==> config.mk <==
export PLATFORM = sky130hd
export DESIGN_NAME = bank_mapper_with_scanline_irq_flat
export DESIGN_NICKNAME = d
export VERILOG_FILES = /design/src/rtl/bmsi_pkg.sv /design/src/rtl/bmsi_if.sv /design/src/rtl/bmsi_bank.sv /design/src/rtl/bmsi_irq.sv /design/src/rtl/bank_mapper_with_scanline_irq.sv /design/src/flat_wrapper.sv
export SDC_FILE = /design/constraint.sdc
export NUM_CORES = 1
export LEC_CHECK = 0
export BUFFER_PORTS_ARGS = -buffer_cell sky130_fd_sc_hd__buf_2
export CORE_ASPECT_RATIO = 1.25
export CORE_MARGIN = 4
export CORE_UTILIZATION = 50
export DETAILED_ROUTE_END_ITERATION = 8
export GPL_ROUTABILITY_DRIVEN = 0
export HOLD_SLACK_MARGIN = 0.12
export MAX_ROUTING_LAYER = met4
export PLACE_DENSITY = 0.68
export RECOVER_POWER = 100
export SLEW_MARGIN = 10
export SYNTH_ARGS = -nofsm -noshare
export SYNTH_HDL_FRONTEND = slang
export SYNTH_SLANG_ARGS = --single-unit
==> constraint.sdc <==
create_clock -name clk -period 3.9 [get_ports clk]
set_clock_uncertainty 0.15 [all_clocks]
set_input_delay 0.585 -clock clk [delete_from_list [all_inputs] [get_ports clk]]
set_output_delay 0.585 -clock clk [all_outputs]
set_load 0.02 [all_outputs]
==> src/rtl/bmsi_pkg.sv <==
package bmsi_pkg;

	localparam int CFG_INDEX_W = 2;

	typedef enum logic [2:0] {
		CMD_WRITE     = 3'd0,
		CMD_TICK      = 3'd1,
		CMD_A12       = 3'd2,
		CMD_PRG_QUERY = 3'd3,
		CMD_CHR_QUERY = 3'd4
	} cmd_t;

	typedef enum logic [CFG_INDEX_W-1:0] {
		CFG_BOARD_VARIANT = 2'd0,
		CFG_PRG_BANK_MAX  = 2'd1,
		CFG_CHR_BANK_MAX  = 2'd2
	} cfg_index_t;

	// CPU register decode
	localparam logic [15:0] REG_DECODE_MASK = 16'hF001;
	localparam logic [15:0] REG_BANK_SELECT = 16'h8000;
	localparam logic [15:0] REG_BANK_DATA   = 16'h8001;
	localparam logic [15:0] REG_MIRRORING   = 16'hA000;
	localparam logic [15:0] REG_IRQ_LATCH   = 16'hC000;
	localparam logic [15:0] REG_IRQ_RELOAD  = 16'hC001;
	localparam logic [15:0] REG_IRQ_ACK     = 16'hE000;
	localparam logic [15:0] REG_IRQ_ENABLE  = 16'hE001;

	// bit positions inside the bank select byte
	localparam int SEL_CHR_1K_BIT     = 5;
	localparam int SEL_PRG_MODE_BIT   = 6;
	localparam int SEL_CHR_INVERT_BIT = 7;

	// bank data register indexes
	localparam logic [3:0] RI_CHR_2K0  = 4'd0;
	localparam logic [3:0] RI_CHR_2K1  = 4'd1;
	localparam logic [3:0] RI_CHR_1K0  = 4'd2;
	localparam logic [3:0] RI_CHR_1K1  = 4'd3;
	localparam logic [3:0] RI_CHR_1K2  = 4'd4;
	localparam logic [3:0] RI_CHR_1K3  = 4'd5;
	localparam logic [3:0] RI_PRG0     = 4'd6;
	localparam logic [3:0] RI_PRG1     = 4'd7;
	localparam logic [3:0] RI_CHR_EXT0 = 4'd8;
	localparam logic [3:0] RI_CHR_EXT1 = 4'd9;
	localparam logic [3:0] RI_PRG2     = 4'd15;

	localparam logic [1:0] PRG_SLOT_FIXED = 2'd3;

	localparam logic [7:0] PRG_MAX_RESET = 8'd63;
	localparam logic [7:0] CHR_MAX_RESET = 8'd255;

	localparam logic [1:0] IRQ_DELAY_A12 = 2'd3;
	localparam logic [1:0] IRQ_DELAY_CPU = 2'd3;
	localparam logic [1:0] PRESCALE_LAST = 2'd3;

	typedef struct packed {
		logic [2:0]  cmd;
		logic [15:0] addr;
		logic [7:0]  data;
	} item_t;

	typedef struct packed {
		logic       board_variant;
		logic [7:0] prg_bank_max;
		logic [7:0] chr_bank_max;
	} cfg_t;

endpackage

==> src/rtl/bmsi_if.sv <==
interface bmsi_req_if;
	logic        valid;
	logic        ready;
	logic [2:0]  cmd;
	logic [15:0] addr;
	logic [7:0]  data;

	modport source (output valid, output cmd, output addr, output data, input ready);
	modport sink (input valid, input cmd, input addr, input data, output ready);
endinterface

interface bmsi_rsp_if;
	logic       valid;
	logic       ready;
	logic       irq;
	logic [7:0] bank;
	logic       nametable_page;

	modport source (output valid, output irq, output bank, output nametable_page, input ready);
	modport sink (input valid, input irq, input bank, input nametable_page, output ready);
endinterface

==> src/rtl/bmsi_bank.sv <==
module bmsi_bank (
	input  logic           clk,
	input  logic           arst_n,
	input  logic           fire,
	input  bmsi_pkg::item_t item,
	input  bmsi_pkg::cfg_t  cfg,
	output logic [7:0]     bank,
	output logic           nametable_page
);
	import bmsi_pkg::*;

	logic [3:0] reg_index_q;
	logic       prg_mode_q;
	logic [1:0] chr_mode_q;
	logic [7:0] chr_bank_q [8];
	logic [7:0] prg_bank_q [3];
	logic       mirror_h_q;
	logic [3:0] nt_page_q;

	logic [15:0] reg_addr;
	logic        wr;
	logic        page_bit;

	assign reg_addr = item.addr & REG_DECODE_MASK;
	assign wr       = fire && (item.cmd == CMD_WRITE);
	assign page_bit = ~item.data[7];

	always_ff @(posedge clk or negedge arst_n) begin
		if (!arst_n) begin
			reg_index_q <= '0;
			prg_mode_q  <= 1'b0;
			chr_mode_q  <= '0;
			for (int i = 0; i < 8; i++) chr_bank_q[i] <= 8'(i);
			for (int i = 0; i < 3; i++) prg_bank_q[i] <= 8'(i);
			mirror_h_q  <= 1'b0;
			nt_page_q   <= '0;
		end else if (wr) begin
			case (reg_addr)
				REG_BANK_SELECT: begin
					reg_index_q <= item.data[3:0];
					prg_mode_q  <= item.data[SEL_PRG_MODE_BIT];
					chr_mode_q  <= {item.data[SEL_CHR_INVERT_BIT], item.data[SEL_CHR_1K_BIT]};
				end
				REG_BANK_DATA: begin
					case (reg_index_q) inside
						RI_CHR_2K0, RI_CHR_2K1: begin
							// 2 KB registers carry the page for two nametable slots
							if (cfg.board_variant && !chr_mode_q[1]) begin
								nt_page_q[{reg_index_q[0], 1'b0}] <= page_bit;
								nt_page_q[{reg_index_q[0], 1'b1}] <= page_bit;
							end
							chr_bank_q[reg_index_q[2:0]] <= item.data;
						end
						RI_CHR_1K0, RI_CHR_1K1, RI_CHR_1K2, RI_CHR_1K3: begin
							if (cfg.board_variant && chr_mode_q[1])
								nt_page_q[2'(reg_index_q - 4'd2)] <= page_bit;
							chr_bank_q[reg_index_q[2:0]] <= item.data & cfg.chr_bank_max;
						end
						RI_PRG0, RI_PRG1: begin
							prg_bank_q[{1'b0, reg_index_q[0]}] <= item.data & cfg.prg_bank_max;
						end
						RI_CHR_EXT0, RI_CHR_EXT1: begin
							chr_bank_q[3'(reg_index_q - 4'd2)] <= item.data & cfg.chr_bank_max;
						end
						RI_PRG2: begin
							prg_bank_q[2] <= item.data & cfg.prg_bank_max;
						end
						default: ;
					endcase
				end
				REG_MIRRORING: begin
					if (!cfg.board_variant) mirror_h_q <= item.data[0];
				end
				default: ;
			endcase
		end
	end

	logic [2:0] chr_slot;
	logic [2:0] chr_idx;
	logic [7:0] chr_raw;
	logic [7:0] chr_bank;
	logic [1:0] prg_slot;
	logic [1:0] prg_idx;
	logic [7:0] prg_bank;
	logic [1:0] nt_slot;
	logic       nt_page;

	always_comb begin
		// character slots: upper half swaps with lower half when inverted
		chr_slot = item.addr[12:10] ^ {chr_mode_q[1], 2'b00};
		if (chr_slot[2]) begin
			chr_idx = 3'(chr_slot - 3'd2);
		end else if (chr_mode_q[0]) begin
			chr_idx = {chr_slot[0], chr_slot[0], chr_slot[1]};
		end else begin
			chr_idx = {2'b00, chr_slot[1]};
		end
		chr_raw = chr_bank_q[chr_idx];
		if (chr_slot[2] || chr_mode_q[0]) begin
			chr_bank = chr_raw & cfg.chr_bank_max;
		end else begin
			chr_bank = {chr_raw[7:1] & cfg.chr_bank_max[7:1], chr_slot[0]};
		end

		prg_slot = item.addr[14:13];
		if (prg_mode_q) begin
			prg_idx = (prg_slot == 2'd0) ? 2'd2 : 2'(prg_slot - 2'd1);
		end else begin
			prg_idx = prg_slot;
		end
		if (prg_slot == PRG_SLOT_FIXED) begin
			prg_bank = cfg.prg_bank_max;
		end else begin
			prg_bank = prg_bank_q[prg_idx] & cfg.prg_bank_max;
		end

		nt_slot = item.addr[11:10];
		if (cfg.board_variant) begin
			nt_page = nt_page_q[nt_slot];
		end else if (mirror_h_q) begin
			nt_page = nt_slot[1];
		end else begin
			nt_page = nt_slot[0];
		end

		bank           = '0;
		nametable_page = 1'b0;
		case (item.cmd)
			CMD_PRG_QUERY: begin
				if (item.addr[15]) bank = prg_bank;
			end
			CMD_CHR_QUERY: begin
				// below 0x2000 pattern space, then nametables up to the palette
				if (!item.addr[13]) begin
					bank = chr_bank;
				end else if (item.addr[13:8] != 6'h3F) begin
					nametable_page = nt_page;
				end
			end
			default: ;
		endcase
	end

	a_variant_keeps_mirror: assert property (@(posedge clk) disable iff (!arst_n)
		fire && item.cmd == CMD_WRITE && cfg.board_variant |=> $stable(mirror_h_q))
		else $error("mirroring changed on a paged board");

endmodule

==> src/rtl/bmsi_irq.sv <==
module bmsi_irq (
	input  logic           clk,
	input  logic           arst_n,
	input  logic           fire,
	input  bmsi_pkg::item_t item,
	output logic           irq_next
);
	import bmsi_pkg::*;

	logic       mode_cpu_q, mode_cpu_d;
	logic [1:0] presc_q, presc_d;
	logic [1:0] delay_q, delay_d;
	logic [7:0] latch_q, latch_d;
	logic [7:0] counter_q, counter_d;
	logic       reload_q, reload_d;
	logic       enabled_q, enabled_d;
	logic       prev_nz_q, prev_nz_d;
	logic       line_q, line_d;

	logic [15:0] reg_addr;

	assign reg_addr = item.addr & REG_DECODE_MASK;

	always_comb begin
		mode_cpu_d = mode_cpu_q;
		presc_d    = presc_q;
		delay_d    = delay_q;
		latch_d    = latch_q;
		counter_d  = counter_q;
		reload_d   = reload_q;
		enabled_d  = enabled_q;
		prev_nz_d  = prev_nz_q;
		line_d     = line_q;
		if (fire) begin
			case (item.cmd)
				CMD_WRITE: begin
					case (reg_addr)
						REG_IRQ_LATCH: latch_d = item.data;
						REG_IRQ_RELOAD: begin
							reload_d = 1'b1;
							if (item.data[0]) begin
								mode_cpu_d = 1'b1;
								presc_d    = '0;
							end else begin
								mode_cpu_d = 1'b0;
								counter_d  = '0;
							end
						end
						REG_IRQ_ACK: begin
							enabled_d = 1'b0;
							line_d    = 1'b0;
						end
						REG_IRQ_ENABLE: enabled_d = 1'b1;
						default: ;
					endcase
				end
				CMD_A12: begin
					if (!mode_cpu_q) begin
						if (counter_q == 8'd0) begin
							counter_d = latch_q;
							if (reload_q) begin
								counter_d = 8'(latch_q + 8'd1);
								prev_nz_d = 1'b0;
							end
							// a pending reload that lands on zero still fires
							if (counter_d == 8'd0 && reload_q) prev_nz_d = 1'b1;
							reload_d = 1'b0;
						end else begin
							counter_d = 8'(counter_q - 8'd1);
						end
						if (counter_d == 8'd0 && prev_nz_d && enabled_q) delay_d = IRQ_DELAY_A12;
						prev_nz_d = (counter_d != 8'd0);
					end
				end
				CMD_TICK: begin
					if (delay_q != 2'd0) begin
						delay_d = 2'(delay_q - 2'd1);
						if (delay_d == 2'd0) line_d = 1'b1;
					end
					if (mode_cpu_q) begin
						if (presc_q != PRESCALE_LAST) begin
							presc_d = 2'(presc_q + 2'd1);
						end else begin
							presc_d = '0;
							if (reload_q) begin
								counter_d = 8'(latch_q + 8'd1);
								reload_d  = 1'b0;
							end else if (counter_q != 8'd0) begin
								counter_d = 8'(counter_q - 8'd1);
								if (counter_d == 8'd0 && enabled_q) delay_d = IRQ_DELAY_CPU;
							end else begin
								counter_d = latch_q;
							end
						end
					end
				end
				default: ;
			endcase
		end
	end

	always_ff @(posedge clk or negedge arst_n) begin
		if (!arst_n) begin
			mode_cpu_q <= 1'b1;
			presc_q    <= '0;
			delay_q    <= '0;
			latch_q    <= '0;
			counter_q  <= '0;
			reload_q   <= 1'b0;
			enabled_q  <= 1'b0;
			prev_nz_q  <= 1'b0;
			line_q     <= 1'b0;
		end else begin
			mode_cpu_q <= mode_cpu_d;
			presc_q    <= presc_d;
			delay_q    <= delay_d;
			latch_q    <= latch_d;
			counter_q  <= counter_d;
			reload_q   <= reload_d;
			enabled_q  <= enabled_d;
			prev_nz_q  <= prev_nz_d;
			line_q     <= line_d;
		end
	end

	assign irq_next = line_d;

	a_line_rises_on_tick: assert property (@(posedge clk) disable iff (!arst_n)
		$rose(line_q) |-> $past(fire && item.cmd == CMD_TICK))
		else $error("irq line rose outside a cpu tick");

	a_write_keeps_delay: assert property (@(posedge clk) disable iff (!arst_n)
		fire && item.cmd == CMD_WRITE |=> $stable(delay_q))
		else $error("register write disturbed the irq delay");

	a_a12_ignored_in_cpu_mode: assert property (@(posedge clk) disable iff (!arst_n)
		fire && item.cmd == CMD_A12 && mode_cpu_q |=> $stable(counter_q))
		else $error("A12 edge clocked the counter in cpu mode");

endmodule

==> src/rtl/bank_mapper_with_scanline_irq.sv <==
// Channel  Direction  Handshake     Payload
// req      in         valid/ready   cmd[2:0], addr[15:0], data[7:0]
// rsp      out        valid/ready   irq, bank[7:0], nametable_page
// cfg      in         cfg_we        cfg_index[1:0], cfg_wdata[7:0]
//
// One request per cycle while the rsp register is not stalled; each result is registered in the rsp register.
// The request register feeds the bank and IRQ logic, whose result lands in the rsp register.
// A full rsp register without rsp.ready stalls the request register, which, if it holds a request, drops req.ready.
// arst_n resets all control and mapping state at once, to defaults rather than all zero; no clearing pass.
module bank_mapper_with_scanline_irq (
	input  logic                              clk,
	input  logic                              arst_n,
	bmsi_req_if.sink                          req,
	bmsi_rsp_if.source                        rsp,
	input  logic                              cfg_we,
	input  logic [bmsi_pkg::CFG_INDEX_W-1:0]  cfg_index,
	input  logic [7:0]                        cfg_wdata
);
	import bmsi_pkg::*;

	cfg_t  cfg_q;
	item_t item_s1;
	logic  valid_s1;
	logic  advance;
	logic  fire_s1;

	logic       rsp_valid_q;
	logic       rsp_irq_q;
	logic [7:0] rsp_bank_q;
	logic       rsp_page_q;

	logic       irq_next;
	logic [7:0] bank;
	logic       nametable_page;

	always_ff @(posedge clk or negedge arst_n) begin
		if (!arst_n) begin
			cfg_q.board_variant <= 1'b0;
			cfg_q.prg_bank_max  <= PRG_MAX_RESET;
			cfg_q.chr_bank_max  <= CHR_MAX_RESET;
		end else if (cfg_we) begin
			unique case (cfg_index)
				CFG_BOARD_VARIANT: cfg_q.board_variant <= cfg_wdata[0];
				CFG_PRG_BANK_MAX:  cfg_q.prg_bank_max  <= cfg_wdata;
				CFG_CHR_BANK_MAX:  cfg_q.chr_bank_max  <= cfg_wdata;
				default: ;
			endcase
		end
	end

	assign advance   = !rsp_valid_q || rsp.ready;
	assign fire_s1   = valid_s1 && advance;
	assign req.ready = !valid_s1 || advance;

	always_ff @(posedge clk or negedge arst_n) begin
		if (!arst_n) begin
			valid_s1 <= 1'b0;
		end else if (req.ready) begin
			valid_s1 <= req.valid;
		end
	end

	always_ff @(posedge clk) begin
		if (req.valid && req.ready) begin
			item_s1 <= '{cmd: req.cmd, addr: req.addr, data: req.data};
		end
	end

	bmsi_bank u_bank (
		.clk            (clk),
		.arst_n         (arst_n),
		.fire           (fire_s1),
		.item           (item_s1),
		.cfg            (cfg_q),
		.bank           (bank),
		.nametable_page (nametable_page)
	);

	bmsi_irq u_irq (
		.clk      (clk),
		.arst_n   (arst_n),
		.fire     (fire_s1),
		.item     (item_s1),
		.irq_next (irq_next)
	);

	always_ff @(posedge clk or negedge arst_n) begin
		if (!arst_n) begin
			rsp_valid_q <= 1'b0;
		end else if (advance) begin
			rsp_valid_q <= valid_s1;
		end
	end

	always_ff @(posedge clk) begin
		if (fire_s1) begin
			rsp_irq_q  <= irq_next;
			rsp_bank_q <= bank;
			rsp_page_q <= nametable_page;
		end
	end

	assign rsp.valid          = rsp_valid_q;
	assign rsp.irq            = rsp_irq_q;
	assign rsp.bank           = rsp_bank_q;
	assign rsp.nametable_page = rsp_page_q;

	a_fire_fills_rsp: assert property (@(posedge clk) disable iff (!arst_n)
		fire_s1 |=> rsp_valid_q)
		else $error("request left stage one without a result");

	a_non_query_zero_bank: assert property (@(posedge clk) disable iff (!arst_n)
		fire_s1 && item_s1.cmd != CMD_PRG_QUERY && item_s1.cmd != CMD_CHR_QUERY
		|=> rsp_bank_q == 8'd0 && !rsp_page_q)
		else $error("non-query request produced a bank or page");

endmodule
==> src/flat_wrapper.sv <==
// flat-port wrapper written by rule: the top's interface ports become plain ports
module bank_mapper_with_scanline_irq_flat import bmsi_pkg::*;
  (clk, arst_n, cfg_we, cfg_index, cfg_wdata, req_valid, req_cmd, req_addr, req_data, req_ready, rsp_valid, rsp_irq, rsp_bank, rsp_nametable_page, rsp_ready);
  bmsi_req_if req_i ();
  bmsi_rsp_if rsp_i ();
  input  logic clk;
  input  logic arst_n;
  input  logic cfg_we;
  input  logic [bmsi_pkg::CFG_INDEX_W-1:0] cfg_index;
  input  logic [7:0] cfg_wdata;
  input wire logic [$bits(req_i.valid)-1:0] req_valid;
  input wire logic [$bits(req_i.cmd)-1:0] req_cmd;
  input wire logic [$bits(req_i.addr)-1:0] req_addr;
  input wire logic [$bits(req_i.data)-1:0] req_data;
  output wire logic [$bits(req_i.ready)-1:0] req_ready;
  output wire logic [$bits(rsp_i.valid)-1:0] rsp_valid;
  output wire logic [$bits(rsp_i.irq)-1:0] rsp_irq;
  output wire logic [$bits(rsp_i.bank)-1:0] rsp_bank;
  output wire logic [$bits(rsp_i.nametable_page)-1:0] rsp_nametable_page;
  input wire logic [$bits(rsp_i.ready)-1:0] rsp_ready;
  assign req_i.valid = req_valid;
  assign req_i.cmd = req_cmd;
  assign req_i.addr = req_addr;
  assign req_i.data = req_data;
  assign req_ready = req_i.ready;
  assign rsp_valid = rsp_i.valid;
  assign rsp_irq = rsp_i.irq;
  assign rsp_bank = rsp_i.bank;
  assign rsp_nametable_page = rsp_i.nametable_page;
  assign rsp_i.ready = rsp_ready;
  bank_mapper_with_scanline_irq u_core (.clk(clk), .arst_n(arst_n), .req(req_i), .rsp(rsp_i), .cfg_we(cfg_we), .cfg_index(cfg_index), .cfg_wdata(cfg_wdata));
endmodule
# --- After elaboration in Yosys (flattened, before gate mapping) ---
# Cells that the tools add are included.
op_classes:
  addsub: 7
  multipliers: 0
  n_div: 0
  n_lt_le_gt_ge: 15
  eq_ne: 37
  n_shift: 0
  mux: 99
  bitwise: 16
  reduce_logical: 63
ops:
  columns: ["operator", "count"]
  rows:
  - ["$mux 64", 4]
  - ["$mux 8", 30]
  - ["$bwmux 64", 3]
  - ["$demux 8 s3", 2]
  - ["$eq 5x5->1 const B", 7]
  - ["$and 8x8->8", 4]
  - ["$logic_not 8->1", 4]
  - ["$mux 2", 14]
  - ["$bmux 8 s3", 1]
  - ["$bwmux 24", 1]
  - ["$pmux 8 s3", 1]
  - ["$mux 1", 22]
  - ["$ne 2x2->1 const B", 10]
  - ["$reduce_and 3->1", 6]
  - ["$bmux 8 s2", 1]
  - ["$demux 8 s2", 1]
  - ["$eq 4x3->1 const B", 4]
  - ["$mux 4", 4]
  - ["$pmux 8 s2", 1]
  - ["$reduce_bool 8->1", 2]
  - ["$logic_and 1x1->1", 15]
  - ["$reduce_and 5->1", 3]
  - ["$reduce_and 7->1", 2]
  - ["$reduce_bool 2->1", 7]
  - ["other kinds (47)", 88]
totals:
  reg_bits: 181
  latchBits: 0
  ramBits: 0
  romBits: 0
  input_bits: 42
  output_inout_bits: 12
  wordCells: 273
  mem_count: 0

# --- Depth between registers and ports, before layout ---
# Gate-level depths: netlist of run 1.
logic_depth:
  word_depth: 18
  mapped_depth: 10

# --- Hierarchy ---
# A second synthesis of run 1 with hierarchy kept.
unflattened:
  cells_unflattened: 876
  area_unflattened_um2: 9308.9
by_module_without_submodules:
  columns: ["module", "n_inst", "cells_each", "area_each_um2", "seq_area_each_um2"]
  rows:
  - ["bmsi_bank", 1, 554, 5368.9, 2519.9]
  - ["bmsi_irq", 1, 240, 2058.2, 626.9]
  - ["bank_mapper_with_scanline_irq", 1, 82, 1881.8, 1604.0]

# --- Least setup slack after synthesis of run 1 ---
# No wires, ideal clock.
synth_path:
  path_kind: "reg-to-reg"
  startpoint: "reg u_core.item_s1[26] (netlist bit)"
  endpoint: "reg u_core.u_bank.chr_bank_q[40] (netlist bit)"
  setup_ps: 125
  arrival_time_ps: 2331
  required_ps: 3625
  path_slack_ps: 1294
  path_stages_with_launch: 9
  cell_sequence: "edfxtp_1 > buf_6 > nor3_4 > nand4bb_2 > or2_1 > buf_6 > or3b_4 > nor3_4 > mux2_2"
synth_between:
  elab_chain_len: 3
synth_rtl:
  columns: ["item", "line", "text"]
  rows:
  - ["from (decl)", "bank_mapper_with_scanline_irq.sv:22", "item_t item_s1;"]
  - ["from (signal assigned)", "bank_mapper_with_scanline_irq.sv:65", "item_s1 <= '{cmd: req.cmd, addr: req.addr, data: req.data};"]
  - ["$logic_not 3->1", "bmsi_bank.sv:25", "assign wr = fire && (item.cmd == CMD_WRITE);"]
  - ["$logic_and 1x1->1", "bmsi_bank.sv:25", null]
  - ["$reduce_and 4->1 (no source line)", null, null]
  - ["to (signal, indexed assignment)", "bmsi_bank.sv:52", "chr_bank_q[reg_index_q[2:0]] <= item.data;"]
  - ["to (signal, indexed assignment)", "bmsi_bank.sv:57", "chr_bank_q[reg_index_q[2:0]] <= item.data & cfg.chr_bank_max;"]
  - ["to (signal, indexed assignment)", "bmsi_bank.sv:63", "chr_bank_q[3'(reg_index_q - 4'd2)] <= item.data & cfg.chr_bank_max;"]
  - ["to (decl)", "bmsi_bank.sv:15", "logic [7:0] chr_bank_q [8];"]
# Every way passes these cells.
# A chain may end at the register's enable or synchronous reset.

# --- Worst setup path in the final report of run 1 ---
layout_path:
  startpoint: "reg u_core.item_s1[26] (netlist bit)"
  endpoint: "reg u_core.u_bank.chr_bank_q[24] (netlist bit)"
# Same word-level chain as after synthesis.

==> run_summary.xml, run 1 <==
<?xml version="1.0" encoding="UTF-8"?>
<metrics>
  <group name="layout">
    <metric name="insertedDiodeCount" unit="">0</metric>
    <metric name="area_taken_by_multi_input_logic_gates" unit="µm²">4030</metric>
    <metric name="fillerInstances" unit="">1447</metric>
    <metric name="layoutNonFillerInstCount" unit="">1029</metric>
    <metric name="regArea" unit="µm²">4540</metric>
    <metric name="synthToLayoutAreaGrowth" unit="%">10.8</metric>
    <metric name="layout.cells.most_common" unit="">dfrtp_1</metric>
    <metric name="layout.cells.most_common_list" unit="">dfrtp_1, mux2_2, nand2_1</metric>
    <metric name="drive_above_1_share" unit="">0.281</metric>
    <metric name="finalNetCount" unit="">843</metric>
  </group>
  <group name="route">
    <metric name="drt_drc_violations_left" unit="">0</metric>
    <metric name="wirelength" unit="mm">21.5</metric>
    <metric name="drt_iter0_drc" unit="">506</metric>
    <metric name="route.detailed.wl_per_inst" unit="µm">20.9</metric>
    <metric name="detailroute.via_count" unit="">6212</metric>
    <metric name="drtAntennaViolNets" unit="">0</metric>
    <metric name="post_drt_via_cell_ratio" unit="">6.04</metric>
    <metric name="drtPass1Iterations" unit="">5</metric>
  </group>
  <group name="clock_network">
    <metric name="total_clock_buffers_created_by_cts" unit="">17</metric>
    <metric name="ctsHtreeMaxLevel" unit="">4</metric>
    <metric name="cts_hold_buffers" unit="">0</metric>
    <metric name="max-clock-path-buffers" unit="">2</metric>
    <metric name="clk_transition_reported_paths" unit="ns">0.07</metric>
    <metric name="tritoncts" unit="">yes</metric>
    <metric name="post-cts-setup-buffers" unit="">0</metric>
    <metric name="clk_latency" unit="ns">0.42</metric>
    <metric name="cts_sinks" unit="">174</metric>
    <metric name="cts-resized-gates" unit="">0</metric>
    <metric name="clock_tree.root_cell" unit="">clkbuf_16</metric>
  </group>
  <group name="critical_path">
    <metric name="crit_path_category" unit="">reg -&gt; reg</metric>
    <metric name="slowest_stage" unit="">edfxtp_1</metric>
    <metric name="critical_path.max_fanout" unit="">10</metric>
    <metric name="critPathBufInv" unit="">0</metric>
    <metric name="required" unit="ns">4.06</metric>
    <metric name="critical-path-top-delay-family" unit="">simple AND/OR/NAND/NOR gates</metric>
    <metric name="worst_setup_path_end_kind" unit="">flip-flop</metric>
    <metric name="worstPathCellList" unit="">nor3_1 &gt; nand4bb_2 &gt; or2_0 &gt; or3_1 &gt; nor2_2 &gt; mux2_2</metric>
    <metric name="setup.worst_path.start_class" unit="">flip-flop</metric>
    <metric name="critical-path-max-stage-delay" unit="ns">0.53</metric>
    <metric name="critical_path_arrival" unit="ns">3.61</metric>
  </group>
  <group name="yosys">
    <metric name="post_synth_inst_count" unit="">757</metric>
    <metric name="async_flop_share" unit="">0.828</metric>
    <metric name="ys_seq_area_frac" unit="">0.515</metric>
    <metric name="synthFlopType" unit="">dfrtp_1</metric>
    <metric name="synth-seq-cells" unit="">174</metric>
    <metric name="synthesis.yosys.warnings" unit="">0</metric>
    <metric name="synth-edff-count" unit="">30</metric>
    <metric name="yosys.cell_types.count" unit="">69</metric>
    <metric name="postSynthAreaPerCell" unit="µm²">11.6</metric>
    <metric name="synthesis.area" unit="µm²">8810</metric>
    <metric name="synthesis.nets" unit="">808</metric>
  </group>
  <group name="timing">
    <metric name="rsz0062_at_grt" unit="">no</metric>
    <metric name="finalSetupTns" unit="ns">0</metric>
    <metric name="final.min_clock_period" unit="ns">3.46</metric>
    <metric name="timing.final.max_slew_violations" unit="">96</metric>
    <metric name="finalSetupViolations" unit="">0</metric>
    <metric name="ratio_of_final_minimum_period_to_clock_period" unit="">0.886</metric>
    <metric name="slew_headroom" unit="">-0.580</metric>
    <metric name="worst_slew_pin_slew" unit="ns">2.37</metric>
    <metric name="hold_violations" unit="">0</metric>
    <metric name="worst_hold_slack" unit="ns">0.182</metric>
    <metric name="worst_slack" unit="ns">0.443</metric>
    <metric name="max_clock_freq" unit="MHz">289</metric>
  </group>
  <group name="die">
    <metric name="core_area" unit="µm²">17400</metric>
    <metric name="number_of_rows_in_the_core_area" unit="">54</metric>
    <metric name="die_width" unit="µm">127</metric>
    <metric name="initial_utilization" unit="">0.507</metric>
    <metric name="design.die.area" unit="µm²">19800</metric>
    <metric name="dieHeight" unit="µm">156</metric>
    <metric name="ioPinCount" unit="">54</metric>
  </group>
  <group name="run_status">
    <metric name="violations_in_the_final_reports" unit="">max-capacitance violations, max-slew violations</metric>
    <metric name="outcome" unit="">finished with violations</metric>
  </group>
  <group name="job">
    <metric name="drv_cap" unit="">1</metric>
  </group>
  <group name="global_routing">
    <metric name="grt_remaining_overflow" unit="">0</metric>
    <metric name="antenna_violations_before_repair" unit="">0</metric>
    <metric name="grt_util_met2" unit="">0.377</metric>
    <metric name="vias_in_the_first_global_route" unit="">6609</metric>
    <metric name="global_route.usage.met1" unit="">0.277</metric>
    <metric name="groute.usage.overall" unit="">0.232</metric>
    <metric name="met3_routing_resource_usage_after_global_routing" unit="">0.0437</metric>
    <metric name="globalRoute.busiestLayer" unit="">met2</metric>
    <metric name="grt_first_pass_wirelength" unit="mm">35.0</metric>
    <metric name="grt_max_degree" unit="">96</metric>
  </group>
  <group name="power">
    <metric name="p_leak" unit="nW">4.15</metric>
    <metric name="vdd.ir_drop.worst" unit="V">0.000319</metric>
    <metric name="power_density" unit="nW/µm²">523</metric>
  </group>
  <group name="placed_design">
    <metric name="port_buffers" unit="">46</metric>
    <metric name="dp_worst_setup_slack" unit="ns">0.814</metric>
    <metric name="post-dp-hpwl" unit="mm">15.1</metric>
    <metric name="numPlacedInstances" unit="">997</metric>
  </group>
  <group name="worst_hold_path">
    <metric name="hold_wc_path_type" unit="">in -&gt; reg</metric>
  </group>
</metrics>
==> cell type report <==
cell class | instances | share of cell area
inverters | 11 | 0.00423
multi-input cells | 534 | 0.412
clock inverters | 10 | 0.0127
clock buffers | 22 | 0.0506
repair buffers | 54 | 0.0261
flip-flops and latches | 174 | 0.465
well taps | 224 | 0.0287
==> sequential cells by signal, indices dropped and copies added, names as in the netlist, 2 cells and up <==
register                   cells
u_core.u_bank.chr_bank_q      64
u_core.u_irq.delay_q           2
u_core.cfg_q                  17
u_core.u_irq.counter_q         8
u_core.rsp.bank                8
u_core.u_irq.presc_q           2
u_core.u_bank.nt_page_q        4
u_core.u_bank.chr_mode_q       2
u_core.u_bank.reg_index_q      4
u_core.u_bank.prg_bank_q      24
u_core.item_s1                20
u_core.u_irq.latch_q           8
==> metal layers <==
metal,share of wire,vias to the layer above,routed length (µm)
met3,0.052,54,1130
li1,-,2842,-
met5,0,-,0
met2,0.50,212,10700
met4,0.043,0,924
met1,0.40,3104,8700
==> cells in the mapped netlist, types with 10 or more instances <==
| cell | instances | area share |
|---|---|---|
| dfstp_2 | 29 | 0.086 |
| dfrtp_1 | 115 | 0.33 |
| and2_1 | 23 | 0.016 |
| nand3b_1 | 10 | 0.0085 |
| nand2_1 | 83 | 0.035 |
| o31ai_1 | 18 | 0.015 |
| o21ai_0 | 32 | 0.018 |
| a31oi_1 | 14 | 0.0099 |
| nand2b_1 | 15 | 0.011 |
| inv_1 | 11 | 0.0047 |
| a21oi_1 | 12 | 0.0068 |
| nand3_1 | 15 | 0.0085 |
| edfxtp_1 | 30 | 0.10 |
| mux2_2 | 110 | 0.14 |
| nor2_1 | 43 | 0.018 |
| mux2i_1 | 22 | 0.025 |
| clkbuf_1 | 22 | 0.0094 |
==> logic make-up after synthesis <==
family,count (synthesis),share of synthesized area
compound gates,128,0.100
xor+xnor,16,0.0159
fa+ha+maj,9,0.0128
buf+inv,49,0.0249
flops,174,0.515
mux,140,0.186
simple gates,241,0.145
==> worst paths after layout <==
| check | startpoint | to | slack, ns | cells past startpoint |
|---|---|---|---|---|
| max in group asynchronous | arst_n | u_core.u_bank.chr_bank_q[20] | 1.21 | 2 |
| hold / removal | req_addr[15] | u_core.item_s1[23] | 0.18 | 1 |
| setup reg to reg | u_core.item_s1[26] | u_core.u_bank.chr_bank_q[24] | 0.44 | 6 |
| setup / recovery | u_core.item_s1[26] | u_core.u_bank.chr_bank_q[24] | 0.44 | 6 |
| min in group asynchronous | arst_n | u_core.valid_s1 | 0.69 | 1 |
| hold reg to reg | u_core.u_bank.chr_bank_q[21] | u_core.u_bank.chr_bank_q[21] | 0.33 | 2 |
==> per-stage QoR <==
step                instance area (µm²)   util  total power [mW]
detailed placement                 9210  0.530              3.35
CTS                                9830  0.566              5.11
floorplan                          8810      -              2.99
global route                       9760  0.562              5.36
finish                             9760  0.562              5.11
global placement                   9210  0.530              3.32
==> power by group <==
group          internal [mW]  switching, mW  total [mW]  leakage [nW]
sequential              1.99          0.167        2.16          2.16
clock                   1.04          0.724        1.76         0.304
combinational          0.456          0.729        1.19          1.69
total                   3.49           1.62        5.11          4.15
Power figures use the tool's default switching activity.
==> inputs of run 2 (changes only) <==
--- a/config.mk
+++ b/config.mk
@@ -6,7 +6,7 @@
 export NUM_CORES = 1
 export LEC_CHECK = 0
 export BUFFER_PORTS_ARGS = -buffer_cell sky130_fd_sc_hd__buf_2
-export CORE_ASPECT_RATIO = 1.25
+export CORE_ASPECT_RATIO = 1.2
 export CORE_MARGIN = 4
 export CORE_UTILIZATION = 50
 export DETAILED_ROUTE_END_ITERATION = 8
==> run 2 against run 1 <==
Effect of this change:
- the flow still finishes with violations (max-capacitance violations, max-slew violations)
- sequential power is essentially flat
- first-iteration DRC count grew 13%
- total power shrank 1.9%
- utilization grew 0.68 points
- die area is essentially flat
- routed wire length grew 1.0%
- hold slack lost 0.0040 ns
- highest routed layer unchanged
- clock power shrank 5%
- setup slack gained 0.13 ns
- global-route usage grew 0.37 points
- sequential cell count is the same
==> run_summary.xml, run 2 (synthesized netlist as in run 1, its figures left out) <==
<?xml version="1.0" encoding="UTF-8"?>
<metrics>
  <group name="timing">
    <metric name="slew_headroom" unit="">-0.462</metric>
    <metric name="hold_violations" unit="">0</metric>
    <metric name="ratio_of_final_minimum_period_to_clock_period" unit="">0.853</metric>
    <metric name="finalSetupViolations" unit="">0</metric>
    <metric name="final.min_clock_period" unit="ns">3.33</metric>
    <metric name="timing.final.max_slew_violations" unit="">87</metric>
    <metric name="worst_hold_slack" unit="ns">0.178</metric>
    <metric name="max_clock_freq" unit="MHz">300</metric>
    <metric name="finalSetupTns" unit="ns">0</metric>
    <metric name="worst_slew_pin_slew" unit="ns">2.19</metric>
    <metric name="rsz0062_at_grt" unit="">no</metric>
  </group>
  <group name="layout">
    <metric name="layoutNonFillerInstCount" unit="">1022</metric>
    <metric name="finalNetCount" unit="">844</metric>
    <metric name="layout.cells.most_common_list" unit="">dfrtp_1, mux2_2, nand2_1</metric>
    <metric name="fillerInstances" unit="">1440</metric>
    <metric name="regMostFlops" unit="">u_core.u_bank.chr_bank_q</metric>
    <metric name="drive_above_1_share" unit="">0.279</metric>
    <metric name="postLayoutCoreUtil" unit="">0.569</metric>
    <metric name="synthToLayoutAreaGrowth" unit="%">10.5</metric>
    <metric name="reg_top3" unit="">u_core.u_bank.chr_bank_q x64, u_core.u_bank.prg_bank_q x24, u_core.item_s1 x20</metric>
    <metric name="largest_register_ff_count" unit="">64</metric>
    <metric name="insertedDiodeCount" unit="">0</metric>
    <metric name="layout.cells.most_common" unit="">dfrtp_1</metric>
  </group>
  <group name="placed_design">
    <metric name="port_buffers" unit="">46</metric>
    <metric name="numPlacedInstances" unit="">989</metric>
    <metric name="post-dp-hpwl" unit="mm">15.3</metric>
  </group>
  <group name="clock_network">
    <metric name="post-cts-setup-buffers" unit="">0</metric>
    <metric name="tritoncts" unit="">yes</metric>
    <metric name="ctsHtreeMaxLevel" unit="">4</metric>
    <metric name="cts_sinks" unit="">174</metric>
    <metric name="clk_transition_reported_paths" unit="ns">0.07</metric>
    <metric name="total_clock_buffers_created_by_cts" unit="">17</metric>
    <metric name="clock_tree.root_cell" unit="">clkbuf_16</metric>
    <metric name="max-clock-path-buffers" unit="">2</metric>
    <metric name="clk_latency" unit="ns">0.43</metric>
  </group>
  <group name="critical_path">
    <metric name="regToRegStartpoint" unit="">u_core.item_s1[26]</metric>
    <metric name="critical_path_arrival" unit="ns">3.49</metric>
    <metric name="setup.worst_path.start_class" unit="">flip-flop</metric>
    <metric name="regToRegSetupSlack" unit="ns">0.57</metric>
    <metric name="critical_path.max_fanout" unit="">10</metric>
    <metric name="worst_setup_path_end_kind" unit="">flip-flop</metric>
    <metric name="required" unit="ns">4.06</metric>
    <metric name="crit_path_category" unit="">reg -&gt; reg</metric>
    <metric name="endpoint" unit="">u_core.u_bank.prg_bank_q[13]</metric>
    <metric name="startpoint" unit="">u_core.item_s1[26]</metric>
    <metric name="worstReg2RegEnd" unit="">u_core.u_bank.prg_bank_q[13]</metric>
    <metric name="reg2regPathDepth" unit="">6</metric>
  </group>
  <group name="power">
    <metric name="post-layout-total-power" unit="mW">5.01</metric>
    <metric name="vdd.ir_drop.worst" unit="V">0.000325</metric>
    <metric name="p_leak" unit="nW">4.13</metric>
    <metric name="power_density" unit="nW/µm²">514</metric>
  </group>
  <group name="die">
    <metric name="dieHeight" unit="µm">153</metric>
    <metric name="initial_utilization" unit="">0.515</metric>
    <metric name="design.die.area" unit="µm²">19800</metric>
    <metric name="number_of_rows_in_the_core_area" unit="">52</metric>
    <metric name="die_width" unit="µm">129</metric>
    <metric name="ioPinCount" unit="">54</metric>
    <metric name="core_area" unit="µm²">17100</metric>
  </group>
  <group name="global_routing">
    <metric name="grt_remaining_overflow" unit="">0</metric>
    <metric name="antenna_violations_before_repair" unit="">0</metric>
    <metric name="grt_first_pass_wirelength" unit="mm">35.1</metric>
    <metric name="vias_in_the_first_global_route" unit="">6560</metric>
    <metric name="grt_max_degree" unit="">87</metric>
    <metric name="groute.usage.overall" unit="">0.235</metric>
  </group>
  <group name="route">
    <metric name="drt_iter0_drc" unit="">572</metric>
    <metric name="wirelength" unit="mm">21.7</metric>
    <metric name="route.detailed.wl_per_inst" unit="µm">21.2</metric>
    <metric name="detailroute.via_count" unit="">6223</metric>
    <metric name="drt_drc_violations_left" unit="">0</metric>
    <metric name="post_drt_via_cell_ratio" unit="">6.09</metric>
    <metric name="wl_met3" unit="mm">1.04</metric>
    <metric name="detailroute.wirelength.met2" unit="mm">10.8</metric>
    <metric name="detail_route.wirelength.met1" unit="mm">8.88</metric>
    <metric name="drtAntennaViolNets" unit="">0</metric>
    <metric name="routed.top_layer" unit="">met4</metric>
    <metric name="drtPass1Iterations" unit="">5</metric>
  </group>
  <group name="job">
    <metric name="drv_cap" unit="">1</metric>
  </group>
  <group name="run_status">
    <metric name="outcome" unit="">finished with violations</metric>
    <metric name="violations_in_the_final_reports" unit="">max-capacitance violations, max-slew violations</metric>
  </group>
  <group name="worst_hold_path">
    <metric name="hold_wc_path_type" unit="">in -&gt; reg</metric>
  </group>
</metrics>
==> run 2: repair_timing <==
item | in CTS | in global routing
hold buffers | 1 | 0
resized for setup | 0 | 0
hold endpoints to repair | 65 | 0
==> run 2: area by class of cell <==
cell class | count | area (µm²) | area share
well taps | 216 | 270 | 0.0278
flip-flops and latches | 174 | 4540 | 0.466
clock buffers | 21 | 482 | 0.0495
multi-input cells | 534 | 4030 | 0.414
repair buffers | 55 | 272 | 0.0279
clock inverters | 11 | 104 | 0.0107
inverters | 11 | 41.3 | 0.00424
==> run 2: per-layer routing <==
metal	vias up	track usage
met1	3100	0.286
li1	2848	-
met2	208	0.376
met3	67	0.0419
met4	0	0.118
met5	-	-
==> run 2: per-stage QoR <==
step | setup slack, ns | area, µm²
global placement | 0.909 | 9200
finish | 0.572 | 9740
floorplan | 1.29 | 8810
global route | 0.332 | 9740
CTS | 0.799 | 9800
detailed placement | 0.819 | 9200
==> run 2: critical path, stage by stage, from the launching register on <==
cell	delay, ns
edfxtp_1	0.53
nor3_1	0.45
nand4bb_2	0.25
or2_0	0.47
or3b_4	0.50
nor2_2	0.44
mux2_2	0.40
==> run 2: power by group <==
part           switching, mW  internal, mW  total [mW]
clock network          0.714         0.956        1.67
logic                  0.722         0.458        1.18
registers              0.167          1.99        2.16
==> run 2: worst min path at each step <==
stage	depth (start not counted)	slack [ns]	to	startpoint
final	1	0.18	u_core.item_s1[24]	req_cmd[0]
after detailed placement	2	0.32	u_core.u_bank.chr_bank_q[34]	u_core.u_bank.chr_bank_q[34]
after global routing	1	0.17	u_core.item_s1[25]	req_cmd[1]
after global placement	2	0.30	u_core.u_bank.chr_bank_q[37]	u_core.u_bank.chr_bank_q[37]
after floorplan	0	0.14	u_core.cfg_q[14]	arst_n
after CTS	1	0.16	u_core.item_s1[24]	req_cmd[0]
==> inputs of run 3 (changes only) <==
--- a/config.mk
+++ b/config.mk
@@ -9,9 +9,9 @@
 export CORE_ASPECT_RATIO = 1.2
 export CORE_MARGIN = 4
 export CORE_UTILIZATION = 50
+export CTS_CLUSTER_SIZE = 40
 export DETAILED_ROUTE_END_ITERATION = 8
 export GPL_ROUTABILITY_DRIVEN = 0
-export HOLD_SLACK_MARGIN = 0.12
 export MAX_ROUTING_LAYER = met4
 export PLACE_DENSITY = 0.68
 export RECOVER_POWER = 100
==> constraint.sdc (replaced) <==
create_clock -name clk -period 3.3 [get_ports clk]
set_clock_uncertainty 0.15 [all_clocks]
set_input_delay 0.495 -clock clk [delete_from_list [all_inputs] [get_ports clk]]
set_output_delay 0.495 -clock clk [all_outputs]
set_load 0.02 [all_outputs]
==> run 3 against run 2 <==
Effect of this change:
- sequential power is 18% higher
- routed wire length is 1.4% higher
- the flow still finishes with violations (max-capacitance violations, max-slew violations)
- cell count up 1.4%
- critical path depth up 2
- sequential cell count unchanged
==> run_summary.xml, run 3 (synthesized netlist as in run 1, its figures left out) <==
<?xml version="1.0" encoding="UTF-8"?>
<metrics>
  <group name="run_status">
    <metric name="outcome" unit="">finished with violations</metric>
    <metric name="violations_in_the_final_reports" unit="">max-capacitance violations, max-slew violations</metric>
  </group>
  <group name="layout">
    <metric name="insertedDiodeCount" unit="">0</metric>
    <metric name="layout.cells.most_common" unit="">dfrtp_1</metric>
    <metric name="finalNetCount" unit="">858</metric>
    <metric name="regMostFlops" unit="">u_core.u_bank.chr_bank_q</metric>
    <metric name="layout.cells.most_common_list" unit="">dfrtp_1, mux2_2, nand2_1</metric>
    <metric name="largest_register_ff_count" unit="">64</metric>
    <metric name="reg_top3" unit="">u_core.u_bank.chr_bank_q x64, u_core.u_bank.prg_bank_q x24, u_core.item_s1 x20</metric>
    <metric name="stdcell_area" unit="µm²">9820</metric>
    <metric name="synthToLayoutAreaGrowth" unit="%">11.4</metric>
    <metric name="drive_above_1_share" unit="">0.276</metric>
  </group>
  <group name="critical_path">
    <metric name="worstReg2RegEnd" unit="">u_core.u_irq.counter_q[7]</metric>
    <metric name="critical_path_arrival" unit="ns">3.34</metric>
    <metric name="regToRegSetupSlack" unit="ns">0.18</metric>
    <metric name="crit_path_category" unit="">reg -&gt; reg</metric>
    <metric name="regToRegStartpoint" unit="">u_core.u_irq.counter_q[0]</metric>
    <metric name="startpoint" unit="">u_core.u_irq.counter_q[0]</metric>
    <metric name="reg2regPathDepth" unit="">8</metric>
    <metric name="critical_path.max_fanout" unit="">7</metric>
    <metric name="endpoint" unit="">u_core.u_irq.counter_q[7]</metric>
    <metric name="setup.worst_path.start_class" unit="">flip-flop</metric>
    <metric name="worst_setup_path_end_kind" unit="">flip-flop</metric>
    <metric name="required" unit="ns">3.51</metric>
  </group>
  <group name="job">
    <metric name="drv_cap" unit="">1</metric>
  </group>
  <group name="die">
    <metric name="number_of_rows_in_the_core_area" unit="">52</metric>
    <metric name="ioPinCount" unit="">54</metric>
    <metric name="initial_utilization" unit="">0.515</metric>
    <metric name="design.die.area" unit="µm²">19800</metric>
    <metric name="core_area" unit="µm²">17100</metric>
    <metric name="die_width" unit="µm">129</metric>
    <metric name="dieHeight" unit="µm">153</metric>
  </group>
  <group name="placed_design">
    <metric name="port_buffers" unit="">46</metric>
    <metric name="dp_worst_setup_slack" unit="ns">0.302</metric>
    <metric name="placed_area" unit="µm²">9310</metric>
    <metric name="post-dp-hpwl" unit="mm">15.6</metric>
  </group>
  <group name="global_routing">
    <metric name="vias_in_the_first_global_route" unit="">6521</metric>
    <metric name="groute.usage.overall" unit="">0.236</metric>
    <metric name="grt_remaining_overflow" unit="">0</metric>
    <metric name="grt_first_pass_wirelength" unit="mm">35.3</metric>
    <metric name="antenna_violations_before_repair" unit="">1</metric>
    <metric name="grt_max_degree" unit="">73</metric>
  </group>
  <group name="timing">
    <metric name="finalSetupTns" unit="ns">0</metric>
    <metric name="worst_slack" unit="ns">0.175</metric>
    <metric name="finalSetupViolations" unit="">0</metric>
    <metric name="slew_headroom" unit="">-0.192</metric>
    <metric name="hold_violations" unit="">0</metric>
    <metric name="timing.final.max_slew_violations" unit="">73</metric>
    <metric name="rsz0062_at_grt" unit="">no</metric>
    <metric name="worst_hold_slack" unit="ns">0.0906</metric>
    <metric name="max_clock_freq" unit="MHz">320</metric>
    <metric name="final.min_clock_period" unit="ns">3.12</metric>
    <metric name="worst_slew_pin_slew" unit="ns">1.79</metric>
    <metric name="ratio_of_final_minimum_period_to_clock_period" unit="">0.947</metric>
  </group>
  <group name="route">
    <metric name="route.detailed.wl_per_inst" unit="µm">21.3</metric>
    <metric name="drtAntennaViolNets" unit="">0</metric>
    <metric name="wirelength" unit="mm">22.0</metric>
    <metric name="drt_iter0_drc" unit="">505</metric>
    <metric name="post_drt_via_cell_ratio" unit="">6.14</metric>
    <metric name="detailroute.via_count" unit="">6362</metric>
    <metric name="drtPass1Iterations" unit="">5</metric>
    <metric name="drt_drc_violations_left" unit="">0</metric>
  </group>
  <group name="clock_network">
    <metric name="ctsHtreeMaxLevel" unit="">4</metric>
    <metric name="cts_sinks" unit="">174</metric>
    <metric name="clock_tree.root_cell" unit="">clkbuf_16</metric>
    <metric name="clk_transition_reported_paths" unit="ns">0.06</metric>
    <metric name="tritoncts" unit="">yes</metric>
    <metric name="clk_latency" unit="ns">0.43</metric>
    <metric name="max-clock-path-buffers" unit="">2</metric>
    <metric name="post-cts-setup-buffers" unit="">0</metric>
    <metric name="total_clock_buffers_created_by_cts" unit="">17</metric>
  </group>
  <group name="worst_hold_path">
    <metric name="hold_wc_path_type" unit="">in -&gt; reg</metric>
  </group>
  <group name="power">
    <metric name="power_density" unit="nW/µm²">615</metric>
    <metric name="vdd.ir_drop.worst" unit="V">0.000400</metric>
    <metric name="p_leak" unit="nW">4.18</metric>
  </group>
</metrics>
[run 3: cell types whose count changed in the layout (fill, tap and decap cells not counted), moves of 2 or more]
cell and change:
buf_4 +3, bufinv_16 +2, clkbuf_1 +11, nor2_2 +2, inv_6 -2, clkinvlp_4 -2, nor2_4 -2, clkbuf_2 +3
[run 3: timing repair]
action	CTS	global route
hold buffers	1	0
gates resized for setup	0	0
endpoints found under the hold margin	52	0
[run 3: through the flow]
step	power [mW]	instances	utilization
after floorplan	3.54	757	-
after global placement	3.98	1003	0.544
after detailed placement	4.02	1003	0.544
after CTS	6.08	1036	0.579
after global routing	6.32	1036	0.574
final	6.04	1036	0.574
[run 3: power breakdown]
part           internal, mW  switching [mW]
combinational         0.571           0.863
clock                  1.23           0.821
sequential             2.35           0.196
total                  4.16            1.88
[run 3: routing by layer]
metal / track usage / wire, µm / vias to the layer above
met5: - / 0 / -
met3: 0.0366 / 1090 / 46
met4: 0.0945 / 656 / 0
met2: 0.387 / 11300 / 218
li1: - / - / 2878
met1: 0.291 / 8930 / 3220
[run 3: how the worst min path moves through the flow]
stage	from	depth (start not counted)	end	slack [ns]
floorplan	arst_n	0	u_core.cfg_q[14]	0.05
global placement	u_core.u_bank.chr_bank_q[23]	2	u_core.u_bank.chr_bank_q[23]	0.31
detailed placement	u_core.u_bank.chr_bank_q[18]	2	u_core.u_bank.chr_bank_q[18]	0.31
CTS	req_addr[13]	1	u_core.item_s1[21]	0.08
global route	req_cmd[0]	1	u_core.item_s1[24]	0.08
finish	req_addr[13]	1	u_core.item_s1[21]	0.09
[run 3: critical path, cell delays in order (launching register included)]
cell and delay [ns]:
dfrtp_1 0.46, inv_1 0.11, ha_1 0.19, or3b_1 0.42, a2111oi_0 0.60, a21o_1 0.22, a21oi_1 0.06, a2111oi_0 0.68
a211o_1 0.18
[run 3: final cells by class]
class	instances	area, µm²
well taps	216	270
fillers	1426	7290
inverters	11	41.3
clock inverters	9	133
flip-flops and latches	174	4540
clock buffers	23	468
repair buffers	69	339
multi-input cells	534	4030
